==> config.mk <==
export PLATFORM = sky130hd
export DESIGN_NAME = hsl_hsv_to_rgb_unit
export DESIGN_NICKNAME = d
export VERILOG_FILES = /design/src/hdl/hsl2rgb_pkg.sv /design/src/hdl/hsl_hsv_to_rgb_unit.sv
export SDC_FILE = /design/constraint.sdc
export NUM_CORES = 2
export LEC_CHECK = 0
export BUFFER_PORTS_ARGS = -buffer_cell sky130_fd_sc_hd__buf_2
export CAP_MARGIN = 0
export CORE_AREA = 2 2 275 277
export CTS_BUF_LIST = sky130_fd_sc_hd__clkbuf_4
export CTS_CLUSTER_DIAMETER = 120
export DETAILED_ROUTE_END_ITERATION = 7
export DIE_AREA = 0 0 277 279
export GPL_TIMING_DRIVEN = 0
export PLACE_DENSITY_LB_ADDON = 0.2
export SETUP_SLACK_MARGIN = 0.4
export SLEW_MARGIN = 10
export SYNTH_ARGS = -nofsm -noshare
export SYNTH_HDL_FRONTEND = slang
export SYNTH_SLANG_ARGS = --single-unit
==> constraint.sdc <==
create_clock -name clk -period 10.62 [get_ports clk]
set_input_delay 1.062 -clock clk [delete_from_list [all_inputs] [get_ports clk]]
set_output_delay 1.062 -clock clk [all_outputs]
set_load 0.02 [all_outputs]
==> src/hdl/hsl2rgb_pkg.sv <==
// hsl2rgb_pkg: beat types, codes and fixed-point constants of the hsl/hsv to rgb converter
// used by hsl_hsv_to_rgb_unit and hsl2rgb_checker; depends on nothing
`default_nettype none

package hsl2rgb_pkg;

  // colour model codes
  localparam logic OP_HSL = 1'b0;
  localparam logic OP_HSV = 1'b1;

  // geometry of the hue circle
  localparam int HUE_W      = 9;
  localparam int CH_W       = 8;
  localparam int FULL_TURN  = 360;
  localparam int SECTOR_DEG = 60;
  localparam int CH_MAX     = 255;

  // every quantity is scaled by 255*255*60; a channel is num / (255*60)
  localparam int SCALE_DIV  = CH_MAX * SECTOR_DEG;
  localparam int PROD_W     = 2 * CH_W;        // amp * sat
  localparam int T_W        = 6;               // 0..60
  localparam int PART_W     = 22;              // cn, xn, mn, level*15300
  localparam int NUM_W      = PART_W + 1;      // part + mn

  // floor(num / 15300) == (num * RECIP) >> RECIP_SHIFT for every num below 2**23
  localparam int RECIP_SHIFT = 37;
  localparam int RECIP_W     = 24;
  localparam logic [RECIP_W-1:0] RECIP = 24'd8982939;
  localparam int QUOT_W      = 10;

  // hue sectors, named after the band they start at
  typedef enum logic [2:0] {
    SEC_RED     = 3'd0,
    SEC_YELLOW  = 3'd1,
    SEC_GREEN   = 3'd2,
    SEC_CYAN    = 3'd3,
    SEC_BLUE    = 3'd4,
    SEC_MAGENTA = 3'd5
  } sector_t;

  typedef struct packed {
    logic            op;
    logic [HUE_W-1:0] hue;
    logic [CH_W-1:0]  saturation;
    logic [CH_W-1:0]  level;
  } pix_t;

  typedef struct packed {
    logic [CH_W-1:0] red;
    logic [CH_W-1:0] green;
    logic [CH_W-1:0] blue;
  } rgb_t;

endpackage

`default_nettype wire

==> src/hdl/hsl_hsv_to_rgb_unit.sv <==
// hsl_hsv_to_rgb_unit: six-stage pipelined hsl/hsv to 8-bit rgb converter
// depends on hsl2rgb_pkg for beat types, sector codes and scale constants
`default_nettype none

// channel   direction  beat type             handshake
// pix       in         hsl2rgb_pkg::pix_t    pix_valid / pix_ready
// rgb       out        hsl2rgb_pkg::rgb_t    rgb_valid / rgb_ready
//
// one beat per cycle while rgb_ready holds; a beat taken in passes s1..s5, then rgb
// the depth is set by the chain of products: amp*sat, then *60 / *t, then the
// reciprocal multiply that stands in for the divide by 15300, each behind a register
// rst clears only the valid bits of the six stages; payload registers are not reset
// each stage moves when it is empty or the stage after it moves, so bubbles close up
// under backpressure and a stalled beat sits still in its stage, never lost or repeated

module hsl_hsv_to_rgb_unit (
  input  wire logic              clk,
  input  wire logic              rst,
  input  wire logic              pix_valid,
  output logic                   pix_ready,
  input  wire hsl2rgb_pkg::pix_t pix,
  output logic                   rgb_valid,
  input  wire logic              rgb_ready,
  output hsl2rgb_pkg::rgb_t      rgb
);

  localparam int NSTAGE = 6;

  // stage 1: hue folded into sector and triangle height, amplitude chosen per model
  typedef struct packed {
    logic                               op;
    hsl2rgb_pkg::sector_t               sector;
    logic [hsl2rgb_pkg::T_W-1:0]        t;
    logic [hsl2rgb_pkg::CH_W-1:0]       amp;
    logic [hsl2rgb_pkg::CH_W-1:0]       sat;
    logic [hsl2rgb_pkg::CH_W-1:0]       lvl;
  } s1_t;

  // stage 2: amp * sat and level * 15300
  typedef struct packed {
    logic                               op;
    hsl2rgb_pkg::sector_t               sector;
    logic [hsl2rgb_pkg::T_W-1:0]        t;
    logic [hsl2rgb_pkg::PROD_W-1:0]     prod;
    logic [hsl2rgb_pkg::PART_W-1:0]     lm;
  } s2_t;

  // stage 3: chroma, secondary and offset on the common scale
  typedef struct packed {
    hsl2rgb_pkg::sector_t               sector;
    logic [hsl2rgb_pkg::PART_W-1:0]     cn;
    logic [hsl2rgb_pkg::PART_W-1:0]     xn;
    logic [hsl2rgb_pkg::PART_W-1:0]     mn;
  } s3_t;

  // stage 4: routed numerators
  typedef struct packed {
    logic [hsl2rgb_pkg::NUM_W-1:0]      nr;
    logic [hsl2rgb_pkg::NUM_W-1:0]      ng;
    logic [hsl2rgb_pkg::NUM_W-1:0]      nb;
  } s4_t;

  // stage 5: quotients before the clamp
  typedef struct packed {
    logic [hsl2rgb_pkg::QUOT_W-1:0]     qr;
    logic [hsl2rgb_pkg::QUOT_W-1:0]     qg;
    logic [hsl2rgb_pkg::QUOT_W-1:0]     qb;
  } s5_t;

  logic [NSTAGE-1:0] vld;
  logic [NSTAGE-1:0] en;

  s1_t s1, s1_next;
  s2_t s2, s2_next;
  s3_t s3, s3_next;
  s4_t s4, s4_next;
  s5_t s5, s5_next;
  hsl2rgb_pkg::rgb_t rgb_next;

  // ---------------------------------------------------------------- flow control
  // a stage takes a new beat when it is empty or its own beat moves on
  always_comb begin
    en[NSTAGE-1] = !vld[NSTAGE-1] || rgb_ready;
    for (int k = NSTAGE - 2; k >= 0; k--) begin
      en[k] = !vld[k] || en[k+1];
    end
  end

  assign pix_ready = en[0];
  assign rgb_valid = vld[NSTAGE-1];

  always_ff @(posedge clk) begin
    if (rst) begin
      vld <= '0;
    end else begin
      if (en[0]) begin
        vld[0] <= pix_valid;
      end
      for (int k = 1; k < NSTAGE; k++) begin
        if (en[k]) begin
          vld[k] <= vld[k-1];
        end
      end
    end
  end

  // ---------------------------------------------------------------- stage 1
  logic [hsl2rgb_pkg::HUE_W-1:0] hue_w;
  logic [hsl2rgb_pkg::HUE_W-1:0] hm_w;
  logic [6:0]                    hm;
  logic [hsl2rgb_pkg::HUE_W-1:0] twice;
  logic [hsl2rgb_pkg::CH_W-1:0]  spread;

  always_comb begin
    // hue of 360 and up wraps once
    if (pix.hue >= hsl2rgb_pkg::HUE_W'(hsl2rgb_pkg::FULL_TURN)) begin
      hue_w = pix.hue - hsl2rgb_pkg::HUE_W'(hsl2rgb_pkg::FULL_TURN);
    end else begin
      hue_w = pix.hue;
    end

    // sector and position within a 120-degree period
    if (hue_w >= 9'd300) begin
      s1_next.sector = hsl2rgb_pkg::SEC_MAGENTA;
    end else if (hue_w >= 9'd240) begin
      s1_next.sector = hsl2rgb_pkg::SEC_BLUE;
    end else if (hue_w >= 9'd180) begin
      s1_next.sector = hsl2rgb_pkg::SEC_CYAN;
    end else if (hue_w >= 9'd120) begin
      s1_next.sector = hsl2rgb_pkg::SEC_GREEN;
    end else if (hue_w >= 9'd60) begin
      s1_next.sector = hsl2rgb_pkg::SEC_YELLOW;
    end else begin
      s1_next.sector = hsl2rgb_pkg::SEC_RED;
    end

    if (hue_w >= 9'd240) begin
      hm_w = hue_w - 9'd240;
    end else if (hue_w >= 9'd120) begin
      hm_w = hue_w - 9'd120;
    end else begin
      hm_w = hue_w;
    end
    hm = hm_w[6:0];

    // triangle 60 - |hm - 60|
    if (hm >= 7'(hsl2rgb_pkg::SECTOR_DEG)) begin
      s1_next.t = hsl2rgb_pkg::T_W'(7'(2 * hsl2rgb_pkg::SECTOR_DEG) - hm);
    end else begin
      s1_next.t = hsl2rgb_pkg::T_W'(hm);
    end

    // hsl amplitude 255 - |2l - 255|, hsv amplitude is the value itself
    twice = {pix.level, 1'b0};
    if (twice >= 9'(hsl2rgb_pkg::CH_MAX)) begin
      spread = 8'(twice - 9'(hsl2rgb_pkg::CH_MAX));
    end else begin
      spread = 8'(9'(hsl2rgb_pkg::CH_MAX) - twice);
    end
    if (pix.op == hsl2rgb_pkg::OP_HSV) begin
      s1_next.amp = pix.level;
    end else begin
      s1_next.amp = 8'(hsl2rgb_pkg::CH_MAX) - spread;
    end

    s1_next.op  = pix.op;
    s1_next.sat = pix.saturation;
    s1_next.lvl = pix.level;
  end

  // ---------------------------------------------------------------- stage 2
  always_comb begin
    s2_next.op     = s1.op;
    s2_next.sector = s1.sector;
    s2_next.t      = s1.t;
    s2_next.prod   = hsl2rgb_pkg::PROD_W'(s1.amp) * hsl2rgb_pkg::PROD_W'(s1.sat);
    s2_next.lm     = hsl2rgb_pkg::PART_W'(s1.lvl) *
                     hsl2rgb_pkg::PART_W'(hsl2rgb_pkg::SCALE_DIV);
  end

  // ---------------------------------------------------------------- stage 3
  logic [hsl2rgb_pkg::PART_W-1:0] half;

  always_comb begin
    s3_next.sector = s2.sector;
    s3_next.cn = hsl2rgb_pkg::PART_W'(s2.prod) *
                 hsl2rgb_pkg::PART_W'(hsl2rgb_pkg::SECTOR_DEG);
    s3_next.xn = hsl2rgb_pkg::PART_W'(s2.prod) * hsl2rgb_pkg::PART_W'(s2.t);
    half       = hsl2rgb_pkg::PART_W'(s2.prod) *
                 hsl2rgb_pkg::PART_W'(hsl2rgb_pkg::SECTOR_DEG / 2);
    // offset never goes below zero: amp*sat*60 <= level*15300 in hsv,
    // amp*sat*30 <= level*15300 in hsl
    if (s2.op == hsl2rgb_pkg::OP_HSV) begin
      s3_next.mn = s2.lm - s3_next.cn;
    end else begin
      s3_next.mn = s2.lm - half;
    end
  end

  // ---------------------------------------------------------------- stage 4
  logic [hsl2rgb_pkg::PART_W-1:0] pr, pg, pb;

  always_comb begin
    case (s3.sector)
      hsl2rgb_pkg::SEC_RED: begin
        pr = s3.cn; pg = s3.xn; pb = '0;
      end
      hsl2rgb_pkg::SEC_YELLOW: begin
        pr = s3.xn; pg = s3.cn; pb = '0;
      end
      hsl2rgb_pkg::SEC_GREEN: begin
        pr = '0;    pg = s3.cn; pb = s3.xn;
      end
      hsl2rgb_pkg::SEC_CYAN: begin
        pr = '0;    pg = s3.xn; pb = s3.cn;
      end
      hsl2rgb_pkg::SEC_BLUE: begin
        pr = s3.xn; pg = '0;    pb = s3.cn;
      end
      default: begin
        pr = s3.cn; pg = '0;    pb = s3.xn;
      end
    endcase
    s4_next.nr = hsl2rgb_pkg::NUM_W'(pr) + hsl2rgb_pkg::NUM_W'(s3.mn);
    s4_next.ng = hsl2rgb_pkg::NUM_W'(pg) + hsl2rgb_pkg::NUM_W'(s3.mn);
    s4_next.nb = hsl2rgb_pkg::NUM_W'(pb) + hsl2rgb_pkg::NUM_W'(s3.mn);
  end

  // ---------------------------------------------------------------- stage 5
  // divide by 15300 as a reciprocal multiply; exact for every 23-bit numerator
  localparam int MUL_W = hsl2rgb_pkg::NUM_W + hsl2rgb_pkg::RECIP_W;

  logic [MUL_W-1:0] mr, mg, mb;

  always_comb begin
    mr = MUL_W'(s4.nr) * MUL_W'(hsl2rgb_pkg::RECIP);
    mg = MUL_W'(s4.ng) * MUL_W'(hsl2rgb_pkg::RECIP);
    mb = MUL_W'(s4.nb) * MUL_W'(hsl2rgb_pkg::RECIP);
    s5_next.qr = mr[hsl2rgb_pkg::RECIP_SHIFT +: hsl2rgb_pkg::QUOT_W];
    s5_next.qg = mg[hsl2rgb_pkg::RECIP_SHIFT +: hsl2rgb_pkg::QUOT_W];
    s5_next.qb = mb[hsl2rgb_pkg::RECIP_SHIFT +: hsl2rgb_pkg::QUOT_W];
  end

  // ---------------------------------------------------------------- stage 6
  // clamp to 255 as a safeguard; the arithmetic never exceeds it
  always_comb begin
    rgb_next.red   = (s5.qr > 10'(hsl2rgb_pkg::CH_MAX)) ? 8'(hsl2rgb_pkg::CH_MAX) : s5.qr[7:0];
    rgb_next.green = (s5.qg > 10'(hsl2rgb_pkg::CH_MAX)) ? 8'(hsl2rgb_pkg::CH_MAX) : s5.qg[7:0];
    rgb_next.blue  = (s5.qb > 10'(hsl2rgb_pkg::CH_MAX)) ? 8'(hsl2rgb_pkg::CH_MAX) : s5.qb[7:0];
  end

  // ---------------------------------------------------------------- payload registers
  always_ff @(posedge clk) begin
    if (en[0]) begin
      s1 <= s1_next;
    end
    if (en[1]) begin
      s2 <= s2_next;
    end
    if (en[2]) begin
      s3 <= s3_next;
    end
    if (en[3]) begin
      s4 <= s4_next;
    end
    if (en[4]) begin
      s5 <= s5_next;
    end
    if (en[5]) begin
      rgb <= rgb_next;
    end
  end

endmodule

`default_nettype wire

# Word-level counts from Yosys, hierarchy flattened

Cells that the tools add are included.

Flip-flop bits (word level): 276
Bits of input ports: 30
Output and inout bits: 26

Add/sub/neg operators: 12
Multiply operators: 8
$lt $le $gt $ge: 11
Equality and inequality tests: 4
Mux-type cells: 14
Reduce and logical (&&, ||, !) cells: 20

Operators with widths:

| operator                                                          | count |
|---|---|
| multiplier 23 x 24 -> 47 bit, second input constant               | 3 |
| one-hot mux 22 bit (2 select lines)                               | 3 |
| adder 22 x 22 -> 23 bit                                           | 3 |
| multiplier 16 x 4 -> 20 bit, second input constant                | 2 |
| > comparator 10 x 8 -> 1 bit, second input constant               | 3 |
| greater-or-equal comparator 9 x 8 -> 1 bit, second input constant | 3 |
| multiplier 16 x 6 -> 22 bit                                       | 1 |
| 2-to-1 mux 22 bit                                                 | 1 |
| subtractor 22 x 21 -> 22 bit                                      | 1 |
| subtractor 22 bit                                                 | 1 |
| multiplier 8 x 12 -> 20 bit, second input constant                | 1 |
| greater-or-equal comparator 9 bit, second input constant          | 2 |
| multiplier 8 x 8 -> 16 bit                                        | 1 |
| 2-to-1 mux 8 bit                                                  | 2 |
| subtractor 8 bit, first input constant                            | 2 |
| 2-to-1 mux 7 bit                                                  | 2 |
| OR reduction 2 bit                                                | 7 |
| subtractor 7 bit, second input constant                           | 2 |
| greater-or-equal comparator 9 x 6 -> 1 bit, second input constant | 1 |
| greater-or-equal comparator 9 x 7 -> 1 bit, second input constant | 1 |
| 2-to-1 mux 9 bit                                                  | 1 |
| subtractor 9 bit, second input constant                           | 1 |
| subtractor 8 bit, second input constant                           | 1 |
| greater-or-equal comparator 7 x 6 -> 1 bit, second input constant | 1 |
| other kinds (10)                                                  | 23 |

# Depth between registers and ports, before layout

Word-level depth: 7
Depth in mapped cells: 25
Gate-level depth less buffers: 25

# Least setup slack after synthesis

No wires, ideal clock.

Path kind: register to register
From: register s4[15] (netlist name)
To: register s5[9] (netlist name) (data pin)
Data arrival time: 6.034 ns
Setup slack: 4.323 ns
Cell stages (with the launch flop): 23
Path buffers: 0
Period minus slack after synthesis: 6.297 ns
Cells stage by stage: edfxtp_1 inv_1 ha_1 fa_1 inv_1 fa_1 fa_1 inv_1 fa_1 inv_1 fa_1 fa_1 ha_1 nand4_1 a2111oi_0 o211a_1 o21ai_0 a21oi_1 nor2_1 o21ai_0 a22o_1 o21ai_0 xnor2_1

Word-level cells in the longest chain between the ends: 1

RTL lines:

| element                      | RTL line                   | RTL |
|---|---|---|
| start, declared              | hsl_hsv_to_rgb_unit.sv:76  | `s4_t s4, s4_next;` |
| start signal, assigned       | hsl_hsv_to_rgb_unit.sv:264 | `s4 <= s4_next;` |
| multiplier 23 x 24 -> 47 bit | hsl_hsv_to_rgb_unit.sv:238 | `mb = MUL_W'(s4.nb) * MUL_W'(hsl2rgb_pkg::RECIP);` |
| via mb[46]                   | hsl_hsv_to_rgb_unit.sv:233 | `logic [MUL_W-1:0] mr, mg, mb;` |
| end signal, assigned         | hsl_hsv_to_rgb_unit.sv:267 | `s5 <= s5_next;` |
| end, declared                | hsl_hsv_to_rgb_unit.sv:77  | `s5_t s5, s5_next;` |

The timed path passes the listed nets, and every way through them passes these cells.
A chain may end at the register's enable or synchronous reset.

# Final worst setup path

Same ends and word-level chain as after synthesis.

==> metrics.log <==
[metrics] status: finished, final reports clean
[metrics] share of synthesized flip-flops with an asynchronous set or reset: 0%
[metrics] post-synthesis instance area: roughly 0.044 mm^2
[metrics] clock transition at the registers of the reported paths: roughly 0.07 ns
[metrics] unrepaired setup endpoints after global routing: no
[metrics] Total Nets Final: 5879
[metrics] die extent in y: 279 um
[metrics] number of slew-limit violations in the final report: 0
[metrics] Syn Inst Count: ~4200
[metrics] maximum achievable frequency: approximately 140 MHz
[metrics] synth cell count leaders: sky130_fd_sc_hd__ha_1, sky130_fd_sc_hd__inv_1, sky130_fd_sc_hd__fa_1
[metrics] Area after DPL: between 0.04 and 0.05 mm^2
[metrics] global routing usage summed across all routing layers: approximately a quarter
[metrics] first-pass GRT wire length: about 150000 um
[metrics] number of enable flip-flop cells after synthesis: about 270
[metrics] Core Box Area: roughly 0.074 mm^2
[metrics] area of all sequential standard cells: 0.00820 mm^2
[metrics] Longest Clk Path Bufs: 3
[metrics] cts-stage hold buffer count: 0
[metrics] min Tclk post-route: 7.29 ns
[metrics] sum of routed wire length over all layers: about 90000 um
[metrics] residual overflow from global routing: 0
[metrics] synth warn: 0
[metrics] setup clock skew after layout: around 0.047 ns
[metrics] Worst Setup End Kind: flip-flop
[metrics] Residual DRC: 0
[metrics] Required @ worst endpoint: 11.17 ns
[metrics] clock insertion delay at the later pin of the skew report: just over 0.8 ns
[metrics] total non-filler cell area in the finished layout: 0.0462 mm^2
[metrics] share of the cycle needed by the critical path after routing: about 70%
[metrics] detailed-routing iteration count for the pre-antenna-repair pass: 5
[metrics] core occupancy in the finished layout: between 60% and 70%
[metrics] final hold vios: 0
[metrics] area of the die: slightly below 0.08 mm^2
[metrics] part of the Yosys area used for sequential elements: roughly a fifth
[metrics] I/O pins: 56
[metrics] Routed Antenna Nets: 0
[metrics] dominant cells by area after synthesis: sky130_fd_sc_hd__ha_1, sky130_fd_sc_hd__fa_1, sky130_fd_sc_hd__edfxtp_1
[metrics] largest net degree at the start of global routing: 70
[metrics] Worst Slack Setup Final: roughly 3.3 ns
[metrics] antenna violations before repair: 6
[metrics] Tightest Pin Transition: approximately 1.0 ns
[metrics] number of distinct standard cells referenced by the synthesized netlist: 89
[metrics] Slew HR: between 30% and 40%
[metrics] Synth Area per Inst: 10.3 um^2
[metrics] count of clock tree sinks: about 280
[metrics] area grow syn2layout: 5.86%
[metrics] sum of negative setup slack: 0 ns
[metrics] hold crit path type: flip-flop to flip-flop
[metrics] fill cell count: 6126
[metrics] H-tree depth: 3
[metrics] pre-CTS WS: between 3 and 4 ns
[metrics] count of max-cap constraint violations: 0
[metrics] area of the multi-input gates: 0.0318 mm^2
[metrics] arrival time at the worst endpoint: about 7.8 ns
[metrics] overall die width: 277 um
[metrics] crit path kind: flip-flop to flip-flop
[metrics] leading area contributor after synthesis: sky130_fd_sc_hd__ha_1
[metrics] peak fanout along the critical path: 5
[metrics] leading cell type by number of instances after synthesis: sky130_fd_sc_hd__ha_1
[metrics] Inserted Clock Buffers: 75
[metrics] ratio of cells with drive above 1 in the final layout: around 5%
[metrics] cells resized by post-CTS repair: 0
[metrics] post-DR vias/cell: between 5 and 6
[metrics] number of cell rows: 100
[metrics] Iteration-0 DRC Markers: roughly 1300
[metrics] CP Launch Type: flip-flop
[metrics] input/output buffers: 55
[metrics] area share of the largest cell type after synthesis: between 20% and 30%
[metrics] number of buffers inserted to repair setup after CTS: 0
[metrics] CTS tree: built
[metrics] via count of the first global-routing pass: 30500
[metrics] final weighted congestion of routability-driven global placement: 0.967
[metrics] half-perimeter wire length after placement: between 70000 and 80000 um
[metrics] starting density of the core: between 50% and 60%
[metrics] net count after synthesis: 5744
[metrics] main flop type after synthesis: sky130_fd_sc_hd__edfxtp_1
[metrics] routed wirelength normalized by instance count: about 17 um
[metrics] number of vias after detailed routing: just under 30000
[metrics] master cell of the clock root buffer: sky130_fd_sc_hd__clkbuf_4
[metrics] number of register bits inferred by synthesis: approximately 280
[metrics] Setup violations, final: 0
sequential cells by signal, summed over array words and instances, names as in the netlist:
| signal | count |
|---|---|
| vld | 6 |
| rgb | 24 |
| s3 | 66 |
| s4 | 69 |
| s2 | 46 |
| s1 | 34 |
| s5 | 30 |
metrics by stage:
| stage | std cells | hold slack, ns |
|---|---|---|
| after detailed placement | 5245 | 0.405 |
| after global placement | 5242 | 0.402 |
| after floorplan | 4218 | 0.400 |
| after CTS | 5374 | 0.355 |
| final | 5379 | 0.427 |
| after global routing | 5379 | 0.351 |
cell usage in the layout (no fill, tap or decap), drive strengths merged, types with 14 or more instances in the layout:
master  instances
and2           66
a31oi          17
nor2b          28
a21oi         179
fa            558
and3           21
nand4          20
a22o           21
o21ai         133
clkbuf        131
xnor2         123
nor2          125
o21bai         17
a21o           75
buf            58
inv           938
a211oi         16
nand3          37
or2            14
or3            34
o21a           28
ha            938
nand2         289
edfxtp        269
xor2           59
clkinv         24
nand2b         27
nor3           32
critical path: stages (launching register included):
cell and delay, ns:
sky130_fd_sc_hd__edfxtp_1 0.47, sky130_fd_sc_hd__inv_1 0.25, sky130_fd_sc_hd__ha_1 0.34, sky130_fd_sc_hd__fa_1 0.53, sky130_fd_sc_hd__inv_1 0.06, sky130_fd_sc_hd__fa_1 0.47
sky130_fd_sc_hd__fa_1 0.52, sky130_fd_sc_hd__inv_1 0.05, sky130_fd_sc_hd__fa_1 0.47, sky130_fd_sc_hd__inv_1 0.05, sky130_fd_sc_hd__fa_1 0.50, sky130_fd_sc_hd__fa_1 0.42
sky130_fd_sc_hd__ha_1 0.33, sky130_fd_sc_hd__nand4_1 0.11, sky130_fd_sc_hd__a2111oi_0 0.70, sky130_fd_sc_hd__o211a_1 0.25, sky130_fd_sc_hd__o21ai_0 0.23, sky130_fd_sc_hd__a21oi_1 0.32
sky130_fd_sc_hd__nor2_1 0.11, sky130_fd_sc_hd__o21ai_0 0.36, sky130_fd_sc_hd__a22o_1 0.24, sky130_fd_sc_hd__o21ai_0 0.13, sky130_fd_sc_hd__xnor2_1 0.14
metal layers:
| metal | vias up | GRT usage [%] | routed length [um] |
|---|---|---|---|
| met5 | - | 0 | 21 |
| met4 | 4 | 6.52 | 2290 |
| met3 | 159 | 2.70 | 3260 |
| met2 | 548 | 43.4 | 43900 |
| met1 | 14100 | 32.1 | 40300 |
| li1 | 14300 | - | - |
cells by family (layout without fill, tap and decap cells):
kind of cell / Yosys count / in the layout / synth area share (%)
other: 0 / 5 / 0
adders and majority gates: 1496 / 1496 / 52.5
DFF: 275 / 275 / 18.8
muxes: 5 / 5 / 0.149
xor gates and xnor gates: 183 / 183 / 3.75
buffers and inverters: 970 / 1157 / 8.36
and+or+nand+nor: 712 / 712 / 7.79
AOI/OAI and AO/OA: 577 / 577 / 8.60
final timing paths:
kind               start  endpoint  slack, ns  cells after the start
setup / recovery  s4[15]     s5[9]       3.33                     22
hold / removal    s1[32]    s2[46]       0.43                      0
setup reg to reg  s4[15]     s5[9]       3.33                     22
hold reg to reg   s1[32]    s2[46]       0.43                      0
layout make-up:
type                       instances  area share, %
sequential                       275           17.8
antenna                            5         0.0271
clock inverter                    32          0.580
clock buffer                      97           1.58
multi-input combinational       2973           68.8
inverter                         936           7.62
tap                              969           2.63
buffer                            34          0.277
timing repair buffer              58          0.689
Power is left out: the tool's default activity adds up to more than one toggle a clock period on the data nets, which glitch-free logic cannot reach.
